<file path="src/hdl/pid_controller_anti_windup_unit_macros.svh">
`ifndef PID_CONTROLLER_ANTI_WINDUP_UNIT_MACROS_SVH
`define PID_CONTROLLER_ANTI_WINDUP_UNIT_MACROS_SVH

// same-cycle property under reset
`define PIDAW_ASSERT(label, clk, rstn, prop, msg) \
    label: assert property (@(posedge clk) disable iff (!rstn) prop) \
        else $error(msg);

// next-cycle implication under reset
`define PIDAW_ASSERT_NEXT(label, clk, rstn, ante, cons, msg) \
    label: assert property (@(posedge clk) disable iff (!rstn) ante |=> cons) \
        else $error(msg);

`endif

</file>
<file path="src/hdl/pidaw_pkg.sv">
package pidaw_pkg;

    localparam int DW        = 32;
    localparam int FB        = 16;
    localparam int RW        = 31;
    localparam int MODE_W    = 6;
    localparam int IDX_W     = 3;
    localparam int MAG_W     = 33;
    localparam int SX_W      = 34;
    localparam int QW        = 16;
    localparam int MUL_STEPS = MAG_W;
    localparam int MUL_CNT_W = 6;
    localparam int DIV_CNT_W = 4;

    localparam logic [IDX_W-1:0] REG_GAIN_P         = 3'd0;
    localparam logic [IDX_W-1:0] REG_GAIN_I         = 3'd1;
    localparam logic [IDX_W-1:0] REG_GAIN_D         = 3'd2;
    localparam logic [IDX_W-1:0] REG_OUTPUT_LIMIT   = 3'd3;
    localparam logic [IDX_W-1:0] REG_INTEGRAL_LIMIT = 3'd4;
    localparam logic [IDX_W-1:0] REG_CONTROL_MODE   = 3'd5;
    localparam logic [IDX_W-1:0] REG_RATE_SPAN      = 3'd6;
    localparam logic [IDX_W-1:0] REG_RATE_FLOOR     = 3'd7;

    localparam int MODE_DELTA = 0;
    localparam int MODE_TRAP  = 1;
    localparam int MODE_DMEAS = 2;
    localparam int MODE_SEP   = 3;
    localparam int MODE_RATE  = 4;
    localparam int MODE_LIMIT = 5;

    localparam logic [RW-1:0] RATE_RESET = 31'h0001_0000;

    localparam logic signed [SX_W-1:0] S_MAX = 34'sh0_7FFF_FFFF;
    localparam logic signed [SX_W-1:0] S_MIN = 34'sh3_8000_0000;

    typedef enum logic [3:0] {
        ST_IDLE, ST_PRE, ST_MP_GO, ST_MP_RUN, ST_MI_GO, ST_MI_RUN, ST_MD_GO, ST_MD_RUN,
        ST_OPT, ST_DV_GO, ST_DV_RUN, ST_MF_GO, ST_MF_RUN, ST_LIM, ST_ACC, ST_FIN
    } pidaw_state_t;

    typedef enum logic [1:0] {
        MSEL_P, MSEL_I, MSEL_D, MSEL_F
    } pidaw_msel_t;

    typedef struct packed {
        logic        load;
        logic        pre;
        logic        mul_start;
        pidaw_msel_t msel;
        logic        cap_p;
        logic        cap_i;
        logic        cap_d;
        logic        cap_f;
        logic        opt;
        logic        div_start;
        logic        lim;
        logic        acc;
        logic        fin;
    } pidaw_cmd_t;

    typedef struct packed {
        logic is_reset;
        logic need_div;
        logic mul_done;
        logic div_done;
    } pidaw_status_t;

    function automatic logic signed [SX_W-1:0] sext(input logic [DW-1:0] v);
        return SX_W'(signed'(v));
    endfunction

    function automatic logic [MAG_W-1:0] mag(input logic signed [SX_W-1:0] x);
        logic [SX_W-1:0] n;
        n = x[SX_W-1] ? SX_W'(-x) : SX_W'(x);
        return n[MAG_W-1:0];
    endfunction

    function automatic logic [DW-1:0] sat(input logic signed [SX_W-1:0] x);
        logic [DW-1:0] r;
        if (x > S_MAX) begin
            r = S_MAX[DW-1:0];
        end else if (x < S_MIN) begin
            r = S_MIN[DW-1:0];
        end else begin
            r = x[DW-1:0];
        end
        return r;
    endfunction

    function automatic logic [DW-1:0] clamp_abs(input logic signed [SX_W-1:0] x,
                                                input logic [RW-1:0] lim);
        logic signed [SX_W-1:0] lp;
        logic signed [SX_W-1:0] ln;
        logic [DW-1:0] r;
        lp = signed'({3'b000, lim});
        ln = -lp;
        if (x > lp) begin
            r = lp[DW-1:0];
        end else if (x < ln) begin
            r = ln[DW-1:0];
        end else begin
            r = x[DW-1:0];
        end
        return r;
    endfunction

endpackage

</file>
<file path="src/hdl/pid_controller_anti_windup_unit.sv">
// reset transaction: acceptance, then PRE and FIN, then m_valid
// update transaction: P, I and D products, then a division and one more product when
// the integral rate is scaled; one transaction at a time, with FIN held while m_valid
// is not taken, set by the shared bit-serial multiplier and the 16-step serial divider
// reset: aresetn low clears control, error, integral and feedback state and
// loads the register defaults

module pid_controller_anti_windup_unit (
    input  logic                               aclk,
    input  logic                               aresetn,
    input  logic                               cfg_wr_en,
    input  logic [pidaw_pkg::IDX_W-1:0]        cfg_index,
    input  logic [pidaw_pkg::RW-1:0]           cfg_wdata,
    input  logic                               s_valid,
    output logic                               s_ready,
    input  logic                               s_mode,
    input  logic signed [pidaw_pkg::DW-1:0]    s_reference,
    input  logic signed [pidaw_pkg::DW-1:0]    s_feedback,
    input  logic signed [pidaw_pkg::DW-1:0]    s_velocity,
    output logic                               m_valid,
    input  logic                               m_ready,
    output logic signed [pidaw_pkg::DW-1:0]    m_control_out,
    output logic signed [pidaw_pkg::DW-1:0]    m_integral_out
);

    pidaw_pkg::pidaw_cmd_t    cmd;
    pidaw_pkg::pidaw_status_t status;

    pidaw_ctrl u_ctrl (
        .aclk    (aclk),
        .aresetn (aresetn),
        .s_valid (s_valid),
        .s_ready (s_ready),
        .m_valid (m_valid),
        .m_ready (m_ready),
        .status  (status),
        .cmd     (cmd)
    );

    pidaw_dp u_dp (
        .aclk         (aclk),
        .aresetn      (aresetn),
        .cfg_wr_en    (cfg_wr_en),
        .cfg_index    (cfg_index),
        .cfg_wdata    (cfg_wdata),
        .s_mode       (s_mode),
        .s_reference  (s_reference),
        .s_feedback   (s_feedback),
        .s_velocity   (s_velocity),
        .cmd          (cmd),
        .status       (status),
        .control_out  (m_control_out),
        .integral_out (m_integral_out)
    );

endmodule

</file>
<file path="src/hdl/pidaw_mul.sv">
module pidaw_mul (
    input  logic                         aclk,
    input  logic                         aresetn,
    input  logic                         start,
    input  logic [pidaw_pkg::MAG_W-1:0]  a_mag,
    input  logic [pidaw_pkg::MAG_W-1:0]  b_mag,
    input  logic                         neg,
    input  logic                         sh17,
    output logic                         done,
    output logic [pidaw_pkg::DW-1:0]     res
);

    localparam int PW = 2 * pidaw_pkg::MAG_W + 1;
    localparam int HW = pidaw_pkg::MAG_W + 1;
    localparam int QH = 2 * pidaw_pkg::MAG_W - pidaw_pkg::FB;

    logic                             busy_reg;
    logic                             fin_reg;
    logic                             done_reg;
    logic [pidaw_pkg::MUL_CNT_W-1:0]  cnt_reg;
    logic [PW-1:0]                    prod_reg;
    logic [PW-1:0]                    prod_next;
    logic [pidaw_pkg::MAG_W-1:0]      a_reg;
    logic                             neg_reg;
    logic                             sh_reg;
    logic [pidaw_pkg::DW-1:0]         res_reg;
    logic [pidaw_pkg::DW-1:0]         res_next;
    logic [HW-1:0]                    sum;
    logic [QH-1:0]                    qh;
    logic                             ovf;
    logic [pidaw_pkg::DW-1:0]         lowq;

    always_comb begin
        sum = prod_reg[PW-1:pidaw_pkg::MAG_W] + (prod_reg[0] ? {1'b0, a_reg} : HW'(0));
        prod_next = {1'b0, sum, prod_reg[pidaw_pkg::MAG_W-1:1]};
        qh = sh_reg ? {1'b0, prod_reg[PW-2:pidaw_pkg::FB+1]}
                    : prod_reg[PW-2:pidaw_pkg::FB];
        ovf = |qh[QH-1:pidaw_pkg::DW-1];
        lowq = {1'b0, qh[pidaw_pkg::DW-2:0]};
        if (neg_reg) begin
            res_next = ovf ? pidaw_pkg::S_MIN[pidaw_pkg::DW-1:0] : -lowq;
        end else begin
            res_next = ovf ? pidaw_pkg::S_MAX[pidaw_pkg::DW-1:0] : lowq;
        end
    end

    always_ff @(posedge aclk) begin
        if (!aresetn) begin
            busy_reg <= 1'b0;
            fin_reg  <= 1'b0;
            done_reg <= 1'b0;
            cnt_reg  <= '0;
        end else begin
            done_reg <= 1'b0;
            if (start) begin
                busy_reg <= 1'b1;
                cnt_reg  <= '0;
            end else if (busy_reg) begin
                cnt_reg <= cnt_reg + 1'b1;
                if (cnt_reg == pidaw_pkg::MUL_CNT_W'(pidaw_pkg::MUL_STEPS - 1)) begin
                    busy_reg <= 1'b0;
                    fin_reg  <= 1'b1;
                end
            end else if (fin_reg) begin
                fin_reg  <= 1'b0;
                done_reg <= 1'b1;
            end
        end
    end

    always_ff @(posedge aclk) begin
        if (start) begin
            prod_reg <= {{(PW - pidaw_pkg::MAG_W){1'b0}}, b_mag};
            a_reg    <= a_mag;
            neg_reg  <= neg;
            sh_reg   <= sh17;
        end else if (busy_reg) begin
            prod_reg <= prod_next;
        end
        if (fin_reg) begin
            res_reg <= res_next;
        end
    end

    assign done = done_reg;
    assign res  = res_reg;

endmodule

</file>
<file path="src/hdl/pidaw_div.sv">
module pidaw_div (
    input  logic                      aclk,
    input  logic                      aresetn,
    input  logic                      start,
    input  logic [pidaw_pkg::RW-1:0]  rem_in,
    input  logic [pidaw_pkg::RW-1:0]  dvs,
    output logic                      done,
    output logic [pidaw_pkg::QW-1:0]  quo
);

    logic                             busy_reg;
    logic                             done_reg;
    logic [pidaw_pkg::DIV_CNT_W-1:0]  cnt_reg;
    logic [pidaw_pkg::RW-1:0]         rem_reg;
    logic [pidaw_pkg::RW-1:0]         dvs_reg;
    logic [pidaw_pkg::QW-1:0]         quo_reg;
    logic [pidaw_pkg::RW:0]           r2;
    logic [pidaw_pkg::RW:0]           diff;
    logic                             ge;

    always_comb begin
        r2   = {rem_reg, 1'b0};
        ge   = r2 >= {1'b0, dvs_reg};
        diff = r2 - {1'b0, dvs_reg};
    end

    always_ff @(posedge aclk) begin
        if (!aresetn) begin
            busy_reg <= 1'b0;
            done_reg <= 1'b0;
            cnt_reg  <= '0;
        end else begin
            done_reg <= 1'b0;
            if (start) begin
                busy_reg <= 1'b1;
                cnt_reg  <= '0;
            end else if (busy_reg) begin
                cnt_reg <= cnt_reg + 1'b1;
                if (cnt_reg == pidaw_pkg::DIV_CNT_W'(pidaw_pkg::QW - 1)) begin
                    busy_reg <= 1'b0;
                    done_reg <= 1'b1;
                end
            end
        end
    end

    always_ff @(posedge aclk) begin
        if (start) begin
            rem_reg <= rem_in;
            dvs_reg <= dvs;
        end else if (busy_reg) begin
            rem_reg <= ge ? diff[pidaw_pkg::RW-1:0] : r2[pidaw_pkg::RW-1:0];
            quo_reg <= {quo_reg[pidaw_pkg::QW-2:0], ge};
        end
    end

    assign done = done_reg;
    assign quo  = quo_reg;

endmodule

</file>
<file path="src/hdl/pidaw_dp.sv">
module pidaw_dp (
    input  logic                          aclk,
    input  logic                          aresetn,
    input  logic                          cfg_wr_en,
    input  logic [pidaw_pkg::IDX_W-1:0]   cfg_index,
    input  logic [pidaw_pkg::RW-1:0]      cfg_wdata,
    input  logic                          s_mode,
    input  logic signed [pidaw_pkg::DW-1:0] s_reference,
    input  logic signed [pidaw_pkg::DW-1:0] s_feedback,
    input  logic signed [pidaw_pkg::DW-1:0] s_velocity,
    input  pidaw_pkg::pidaw_cmd_t         cmd,
    output pidaw_pkg::pidaw_status_t      status,
    output logic signed [pidaw_pkg::DW-1:0] control_out,
    output logic signed [pidaw_pkg::DW-1:0] integral_out
);

    localparam int DW   = pidaw_pkg::DW;
    localparam int RW   = pidaw_pkg::RW;
    localparam int SX_W = pidaw_pkg::SX_W;

    logic [RW-1:0]                gain_p_reg;
    logic [RW-1:0]                gain_i_reg;
    logic [RW-1:0]                gain_d_reg;
    logic [RW-1:0]                omax_reg;
    logic [RW-1:0]                imax_reg;
    logic [pidaw_pkg::MODE_W-1:0] cmode_reg;
    logic [RW-1:0]                span_reg;
    logic [RW-1:0]                floor_reg;

    logic [DW-1:0] e_now_reg;
    logic [DW-1:0] e_prev_reg;
    logic [DW-1:0] iacc_reg;
    logic [DW-1:0] fbprev_reg;
    logic          mode_reg;
    logic [DW-1:0] ref_reg;
    logic [DW-1:0] fdb_reg;
    logic [DW-1:0] vel_reg;
    logic [DW-1:0] p_reg;
    logic [DW-1:0] inc_reg;
    logic [DW-1:0] d_reg;
    logic [DW-1:0] ctl_reg;
    logic [DW-1:0] int_reg;

    logic signed [SX_W-1:0]        e_sx, ep_sx, ia_sx, inc_sx, p_sx, d_sx, fb_sx, fp_sx, om_sx;
    logic signed [SX_W-1:0]        ti, to, b_sig;
    logic [pidaw_pkg::MAG_W-1:0]   ae, a_op;
    logic                          sh17;
    logic                          same;
    logic [DW-1:0]                 ab;
    logic                          rate_hit, in_range;
    logic [pidaw_pkg::MAG_W-1:0]   rem_full;
    logic                          mul_done, div_done;
    logic [DW-1:0]                 mul_res;
    logic [pidaw_pkg::QW-1:0]      quo;

    always_comb begin
        e_sx   = pidaw_pkg::sext(e_now_reg);
        ep_sx  = pidaw_pkg::sext(e_prev_reg);
        ia_sx  = pidaw_pkg::sext(iacc_reg);
        inc_sx = pidaw_pkg::sext(inc_reg);
        p_sx   = pidaw_pkg::sext(p_reg);
        d_sx   = pidaw_pkg::sext(d_reg);
        fb_sx  = pidaw_pkg::sext(fdb_reg);
        fp_sx  = pidaw_pkg::sext(fbprev_reg);
        om_sx  = signed'({3'b000, omax_reg});
        ae     = pidaw_pkg::mag(e_sx);
        same   = (!e_now_reg[DW-1] && (|e_now_reg) && !iacc_reg[DW-1] && (|iacc_reg))
              || (e_now_reg[DW-1] && iacc_reg[DW-1]);
        ab       = {1'b0, span_reg} + {1'b0, floor_reg};
        rate_hit = cmode_reg[pidaw_pkg::MODE_RATE] && same && (ae > {2'b00, floor_reg});
        in_range = ae <= {1'b0, ab};
        rem_full = {1'b0, ab} - ae;
        ti = ia_sx + inc_sx;
        to = p_sx + ia_sx + d_sx;
    end

    always_comb begin
        sh17 = 1'b0;
        unique case (cmd.msel)
            pidaw_pkg::MSEL_P: begin
                a_op  = {2'b00, gain_p_reg};
                b_sig = e_sx;
            end
            pidaw_pkg::MSEL_I: begin
                a_op  = {2'b00, gain_i_reg};
                sh17  = cmode_reg[pidaw_pkg::MODE_TRAP];
                b_sig = cmode_reg[pidaw_pkg::MODE_TRAP] ? e_sx + ep_sx : e_sx;
            end
            pidaw_pkg::MSEL_D: begin
                a_op = {2'b00, gain_d_reg};
                if (cmode_reg[pidaw_pkg::MODE_DMEAS]) begin
                    b_sig = fp_sx - fb_sx;
                end else if (cmode_reg[pidaw_pkg::MODE_DELTA]) begin
                    b_sig = pidaw_pkg::sext(vel_reg);
                end else begin
                    b_sig = e_sx - ep_sx;
                end
            end
            pidaw_pkg::MSEL_F: begin
                a_op  = {{(pidaw_pkg::MAG_W - pidaw_pkg::QW){1'b0}}, quo};
                b_sig = inc_sx;
            end
            default: begin
                a_op  = '0;
                b_sig = '0;
            end
        endcase
    end

    pidaw_mul u_mul (
        .aclk    (aclk),
        .aresetn (aresetn),
        .start   (cmd.mul_start),
        .a_mag   (a_op),
        .b_mag   (pidaw_pkg::mag(b_sig)),
        .neg     (b_sig[SX_W-1]),
        .sh17    (sh17),
        .done    (mul_done),
        .res     (mul_res)
    );

    pidaw_div u_div (
        .aclk    (aclk),
        .aresetn (aresetn),
        .start   (cmd.div_start),
        .rem_in  (rem_full[RW-1:0]),
        .dvs     (span_reg),
        .done    (div_done),
        .quo     (quo)
    );

    always_ff @(posedge aclk) begin
        if (!aresetn) begin
            gain_p_reg <= '0;
            gain_i_reg <= '0;
            gain_d_reg <= '0;
            omax_reg   <= '0;
            imax_reg   <= '0;
            cmode_reg  <= '0;
            span_reg   <= pidaw_pkg::RATE_RESET;
            floor_reg  <= pidaw_pkg::RATE_RESET;
        end else if (cfg_wr_en) begin
            unique case (cfg_index)
                pidaw_pkg::REG_GAIN_P:         gain_p_reg <= cfg_wdata;
                pidaw_pkg::REG_GAIN_I:         gain_i_reg <= cfg_wdata;
                pidaw_pkg::REG_GAIN_D:         gain_d_reg <= cfg_wdata;
                pidaw_pkg::REG_OUTPUT_LIMIT:   omax_reg   <= cfg_wdata;
                pidaw_pkg::REG_INTEGRAL_LIMIT: imax_reg   <= cfg_wdata;
                pidaw_pkg::REG_CONTROL_MODE:   cmode_reg  <= cfg_wdata[pidaw_pkg::MODE_W-1:0];
                pidaw_pkg::REG_RATE_SPAN:      span_reg   <= cfg_wdata;
                pidaw_pkg::REG_RATE_FLOOR:     floor_reg  <= cfg_wdata;
                default: ;
            endcase
        end
    end

    // architectural state
    always_ff @(posedge aclk) begin
        if (!aresetn) begin
            e_now_reg  <= '0;
            e_prev_reg <= '0;
            iacc_reg   <= '0;
            fbprev_reg <= '0;
        end else begin
            if (cmd.pre) begin
                if (mode_reg) begin
                    e_now_reg  <= '0;
                    e_prev_reg <= '0;
                    iacc_reg   <= '0;
                    fbprev_reg <= fdb_reg;
                end else begin
                    e_prev_reg <= e_now_reg;
                    e_now_reg  <= pidaw_pkg::sat(pidaw_pkg::sext(ref_reg) - fb_sx);
                end
            end
            if (cmd.lim && cmode_reg[pidaw_pkg::MODE_LIMIT]) begin
                if (ti > signed'({3'b000, imax_reg})) begin
                    iacc_reg <= {1'b0, imax_reg};
                end else if (ti < -signed'({3'b000, imax_reg})) begin
                    iacc_reg <= -{1'b0, imax_reg};
                end
            end
            if (cmd.acc) begin
                iacc_reg <= pidaw_pkg::clamp_abs(ia_sx + inc_sx, imax_reg);
            end
            if (cmd.fin && !mode_reg) begin
                fbprev_reg <= fdb_reg;
            end
        end
    end

    // working registers
    always_ff @(posedge aclk) begin
        if (cmd.load) begin
            mode_reg <= s_mode;
            ref_reg  <= s_reference;
            fdb_reg  <= s_feedback;
            vel_reg  <= s_velocity;
        end
        if (cmd.cap_p) begin
            p_reg <= mul_res;
        end
        if (cmd.cap_d) begin
            d_reg <= mul_res;
        end
        if (cmd.cap_i || cmd.cap_f) begin
            inc_reg <= mul_res;
        end
        if (cmd.opt) begin
            if ((cmode_reg[pidaw_pkg::MODE_SEP] && same && (ae > {2'b00, omax_reg}))
                || (rate_hit && !in_range)) begin
                inc_reg <= '0;
            end
        end
        if (cmd.lim && cmode_reg[pidaw_pkg::MODE_LIMIT]) begin
            if ((((to > om_sx) || (to < -om_sx)) && same)
                || (ti > signed'({3'b000, imax_reg}))
                || (ti < -signed'({3'b000, imax_reg}))) begin
                inc_reg <= '0;
            end
        end
        if (cmd.fin) begin
            if (mode_reg) begin
                ctl_reg <= '0;
                int_reg <= '0;
            end else begin
                ctl_reg <= pidaw_pkg::clamp_abs(p_sx + ia_sx + d_sx, omax_reg);
                int_reg <= iacc_reg;
            end
        end
    end

    always_comb begin
        status.is_reset = mode_reg;
        status.need_div = rate_hit && in_range;
        status.mul_done = mul_done;
        status.div_done = div_done;
    end

    assign control_out  = ctl_reg;
    assign integral_out = int_reg;

endmodule

</file>
<file path="src/hdl/pidaw_ctrl.sv">
`include "pid_controller_anti_windup_unit_macros.svh"

module pidaw_ctrl (
    input  logic                      aclk,
    input  logic                      aresetn,
    input  logic                      s_valid,
    output logic                      s_ready,
    output logic                      m_valid,
    input  logic                      m_ready,
    input  pidaw_pkg::pidaw_status_t  status,
    output pidaw_pkg::pidaw_cmd_t     cmd
);

    pidaw_pkg::pidaw_state_t state_reg;
    pidaw_pkg::pidaw_state_t state_next;
    logic                    m_valid_reg;
    logic                    out_free;

    assign out_free = !m_valid_reg || m_ready;

    always_comb begin
        state_next = state_reg;
        unique case (state_reg)
            pidaw_pkg::ST_IDLE:   if (s_valid) state_next = pidaw_pkg::ST_PRE;
            pidaw_pkg::ST_PRE:    state_next = status.is_reset ? pidaw_pkg::ST_FIN
                                                               : pidaw_pkg::ST_MP_GO;
            pidaw_pkg::ST_MP_GO:  state_next = pidaw_pkg::ST_MP_RUN;
            pidaw_pkg::ST_MP_RUN: if (status.mul_done) state_next = pidaw_pkg::ST_MI_GO;
            pidaw_pkg::ST_MI_GO:  state_next = pidaw_pkg::ST_MI_RUN;
            pidaw_pkg::ST_MI_RUN: if (status.mul_done) state_next = pidaw_pkg::ST_MD_GO;
            pidaw_pkg::ST_MD_GO:  state_next = pidaw_pkg::ST_MD_RUN;
            pidaw_pkg::ST_MD_RUN: if (status.mul_done) state_next = pidaw_pkg::ST_OPT;
            pidaw_pkg::ST_OPT:    state_next = status.need_div ? pidaw_pkg::ST_DV_GO
                                                               : pidaw_pkg::ST_LIM;
            pidaw_pkg::ST_DV_GO:  state_next = pidaw_pkg::ST_DV_RUN;
            pidaw_pkg::ST_DV_RUN: if (status.div_done) state_next = pidaw_pkg::ST_MF_GO;
            pidaw_pkg::ST_MF_GO:  state_next = pidaw_pkg::ST_MF_RUN;
            pidaw_pkg::ST_MF_RUN: if (status.mul_done) state_next = pidaw_pkg::ST_LIM;
            pidaw_pkg::ST_LIM:    state_next = pidaw_pkg::ST_ACC;
            pidaw_pkg::ST_ACC:    state_next = pidaw_pkg::ST_FIN;
            pidaw_pkg::ST_FIN:    if (out_free) state_next = pidaw_pkg::ST_IDLE;
            default:              state_next = pidaw_pkg::ST_IDLE;
        endcase
    end

    always_comb begin
        cmd     = '0;
        s_ready = 1'b0;
        unique case (state_reg)
            pidaw_pkg::ST_IDLE: begin
                s_ready  = 1'b1;
                cmd.load = s_valid;
            end
            pidaw_pkg::ST_PRE: cmd.pre = 1'b1;
            pidaw_pkg::ST_MP_GO: begin
                cmd.mul_start = 1'b1;
                cmd.msel      = pidaw_pkg::MSEL_P;
            end
            pidaw_pkg::ST_MP_RUN: begin
                cmd.msel  = pidaw_pkg::MSEL_P;
                cmd.cap_p = status.mul_done;
            end
            pidaw_pkg::ST_MI_GO: begin
                cmd.mul_start = 1'b1;
                cmd.msel      = pidaw_pkg::MSEL_I;
            end
            pidaw_pkg::ST_MI_RUN: begin
                cmd.msel  = pidaw_pkg::MSEL_I;
                cmd.cap_i = status.mul_done;
            end
            pidaw_pkg::ST_MD_GO: begin
                cmd.mul_start = 1'b1;
                cmd.msel      = pidaw_pkg::MSEL_D;
            end
            pidaw_pkg::ST_MD_RUN: begin
                cmd.msel  = pidaw_pkg::MSEL_D;
                cmd.cap_d = status.mul_done;
            end
            pidaw_pkg::ST_OPT:    cmd.opt = 1'b1;
            pidaw_pkg::ST_DV_GO:  cmd.div_start = 1'b1;
            pidaw_pkg::ST_DV_RUN: cmd.msel = pidaw_pkg::MSEL_F;
            pidaw_pkg::ST_MF_GO: begin
                cmd.mul_start = 1'b1;
                cmd.msel      = pidaw_pkg::MSEL_F;
            end
            pidaw_pkg::ST_MF_RUN: begin
                cmd.msel  = pidaw_pkg::MSEL_F;
                cmd.cap_f = status.mul_done;
            end
            pidaw_pkg::ST_LIM: cmd.lim = 1'b1;
            pidaw_pkg::ST_ACC: cmd.acc = 1'b1;
            pidaw_pkg::ST_FIN: cmd.fin = out_free;
            default: ;
        endcase
    end

    always_ff @(posedge aclk) begin
        if (!aresetn) begin
            state_reg   <= pidaw_pkg::ST_IDLE;
            m_valid_reg <= 1'b0;
        end else begin
            state_reg <= state_next;
            if (cmd.fin) begin
                m_valid_reg <= 1'b1;
            end else if (m_ready) begin
                m_valid_reg <= 1'b0;
            end
        end
    end

    assign m_valid = m_valid_reg;

    `PIDAW_ASSERT(a_fin_free, aclk, aresetn, cmd.fin |-> (!m_valid_reg || m_ready), "result overwritten")
    `PIDAW_ASSERT(a_mul_done_run, aclk, aresetn, status.mul_done |-> (state_reg == pidaw_pkg::ST_MP_RUN || state_reg == pidaw_pkg::ST_MI_RUN || state_reg == pidaw_pkg::ST_MD_RUN || state_reg == pidaw_pkg::ST_MF_RUN), "multiplier done outside run state")
    `PIDAW_ASSERT(a_div_done_run, aclk, aresetn, status.div_done |-> (state_reg == pidaw_pkg::ST_DV_RUN), "divider done outside run state")
    `PIDAW_ASSERT_NEXT(a_fin_valid, aclk, aresetn, cmd.fin, m_valid_reg, "result not presented")

endmodule

</file>
<file path="config.mk">
export PLATFORM = sky130hd
export DESIGN_NAME = pid_controller_anti_windup_unit
export DESIGN_NICKNAME = d
export VERILOG_FILES = /design/src/hdl/pidaw_pkg.sv /design/src/hdl/pid_controller_anti_windup_unit.sv /design/src/hdl/pidaw_mul.sv /design/src/hdl/pidaw_div.sv /design/src/hdl/pidaw_dp.sv /design/src/hdl/pidaw_ctrl.sv
export VERILOG_INCLUDE_DIRS = /design/src /design/src/hdl
export SDC_FILE = /design/constraint.sdc
export NUM_CORES = 2
export LEC_CHECK = 0
export ABC_AREA = 1
export BUFFER_PORTS_ARGS = -buffer_cell sky130_fd_sc_hd__buf_2
export CORE_MARGIN = 10
export CORE_UTILIZATION = 40
export DETAILED_ROUTE_END_ITERATION = 7
export GPL_ROUTABILITY_DRIVEN = 0
export SYNTH_ARGS = -nofsm -noshare
export SYNTH_HDL_FRONTEND = slang
export SYNTH_SLANG_ARGS = --single-unit
</file>
<file path="constraint.sdc">
create_clock -name aclk -period 20.6 [get_ports aclk]
set_input_delay 4.12 -clock aclk [delete_from_list [all_inputs] [get_ports aclk]]
set_output_delay 4.12 -clock aclk [all_outputs]
set_load 0.01 [all_outputs]
</file>
==> impl_metrics.ini <==
[critical_path]
cp-end-kind = flop
r2r_start = u_dp.iacc_reg[2]
critPathLaunchType = flop
cp_common_cell = nand2_1
cp_slowest_cell = buf_4
crit_start = u_dp.iacc_reg[2]
critPathKind = reg2reg
cp_max_fo = 54
crit_buf_inv = 3
required_ns = 21.24
cpPeakStageDelay_ns = 0.50
critical-path-top-delay-family = simple AND/OR/NAND/NOR gates
arrival_ns = 7.19

[die]
row_count = 144
initial_core_util_pct = 40.3
coreArea_mm2 = 0.154
die-height_um = 415
io_pins = 202
die_area_mm2 = 0.172
die_w_um = 415

[route]
ant_nets = 0
wirelength_mm = 238
wl_per_cell_um = 21.5
drt_iter0_drc = 7583
first_pass_iters = 8
num_vias = 61900
via_per_inst = 5.60
drc_errors = 0

[yosys]
synth_cell_types = 71
synth-seq-cells = 837
syn_inst = 8830
syn_nets = 9553
yosysWarnings = 0
synthArstFlopShare_pct = 0
ys_seq_area_share_pct = 33.4
syn_area_per_cell_um2 = 7.05
synth-edff-count = 401
synthFlopType = dfxtp_1
netlist_area_mm2 = 0.0623

[sta]
fmax_mhz = 153
period_share_pct = 31.8
timing.final.ws_setup_ns = 14.05
final-max-slew-violation-count = 0
setup_tns_ns = 0
tightestPinTransition_ns = 1.21
skew_ns = 0.0365
rsz0062_at_grt = false
finalSetupViolCount = 0
finalHoldViolCount = 0
hold_ws_ns = 0.453
fin_crit_ns = 6.55
slew_headroom_pct = 19.3

[layout]
layout.nets = 9646
syn_to_final_growth_pct = 10.1
largest_reg_flops = 66
layout_common_cells = nand2_1 (1977), nor2_1 (1150), inv_1 (1137)
drive_gt1_share_pct = 5.72
finish.utilization_pct = 44.4
fin_cells = 11100
layout.cells.most_common = nand2_1

[clock_tree]
clk_latency_ns = 0.74
cts_resized = 0
clk_pin_slew_ns = 0.07
cts_hold_buf = 0
cts-buffers-inserted = 97
cts_tree = yes
cts_root_buffer = clkbuf_16
htree_levels = 3
cts.sinks = 837
post-cts-setup-buffers = 0
ctsLongestPathBuffers = 3

[pwr]
cellLeakagePower_nw = 32.1
ir_drop_uv = 85.1
p_per_area_mw_per_mm2 = 137

[global_routing]
grt_pass1_vias = 57000
grt_overflow_total = 0
grt_pass1_wl_mm = 353
grt_max_degree = 83
antenna_found_initial = 13
track_usage_pct = 26.3

[placed_design]
dp_hpwl_mm = 187
numPlacedInstances = 10900
io_buffer_count = 201
dpl_worst_slack_ns = 13.86

[hold_path]
hold_start = u_dp.u_div.quo[11]
hp-class = reg2reg

[run_status]
status = finished, final reports clean

[job]
cap_violations = 0
==> worst register-to-register path: cells and delay by family (launching register included) <==
kind	cells	cell delay, ns
DFF	1	0.41
xor gates and xnor gates	1	0.49
buffers and inverters	3	0.89
adders and majority gates	2	0.76
AOI/OAI and AO/OA	5	1.06
and+or+nand+nor	20	2.85
==> cells by family after synthesis <==
family,share of synthesized area [%]
compound gates,15.0
xor+xnor,4.05
fa+ha+maj,12.3
buf+inv,8.77
flops,33.4
mux,0.418
simple gates,26.1
==> synthesized netlist by cell type, drive strengths merged (11+ instances only) <==
cell	n	area share, %
o21ai	730	5.9
o21bai	21	0.27
a211oi	20	0.24
a22oi	25	0.30
a31oi	28	0.28
xnor2	77	1.1
o211ai	35	0.42
nor3	97	0.80
a21oi	746	6.0
nand4	147	1.5
nor2	1168	7.1
nand3b	29	0.36
nand2	1992	12
edfxtp	401	19
clkbuf	187	1.1
a21o	21	0.25
nand3	424	3.4
a21boi	16	0.20
o221ai	15	0.21
fa	42	1.4
clkinv	11	0.068
dfxtp	436	14
ha	545	11
or2	20	0.20
nor4	43	0.43
inv	1149	6.9
buf	77	0.63
o21a	26	0.31
xor2	210	3.0
mux2i	26	0.42
==> worst paths after layout <==
path	to	cells after the start	slack [ns]
max	u_dp.inc_reg[1]	31	14.05
min	u_dp.u_div.quo[12]	0	0.45
max reg2reg	u_dp.inc_reg[1]	31	14.05
min reg2reg	u_dp.u_div.quo[12]	0	0.45
==> metrics by stage <==
stage	cell area [um2]	total power [mW]
floorplan	62300	5.89
global placement	65200	7.32
detailed placement	65200	7.39
CTS	68500	9.24
global route	68500	10.0
finish	68500	9.37
==> where the power goes <==
part | switching, mW | internal, mW
sequential | 0.194 | 2.05
combinational | 3.68 | 1.61
clock | 0.773 | 1.06
total | 4.65 | 4.72
==> layout make-up <==
class                   instances  area (um2)
diodes                          5        12.5
clock buffers                 128        2710
clock inverters                54         591
fillers                     15700       85900
inverters                    1160        4360
multi-input cells            6569       36100
flip-flops and latches        837       20800
well taps                    2044        2560
repair buffers                258        1440
==> routing by layer <==
layer | vias up | global-route usage (%) | part of all wire, % | routed length (um)
met5 | - | 0 | 0.021 | 49
met4 | 8 | 12.4 | 5.4 | 12800
met3 | 510 | 5.48 | 10 | 24900
met2 | 3098 | 39.3 | 42 | 98700
met1 | 28900 | 36.1 | 43 | 101000
li1 | 29400 | - | - | -
Note: power is estimated with default switching activity, not from simulation.
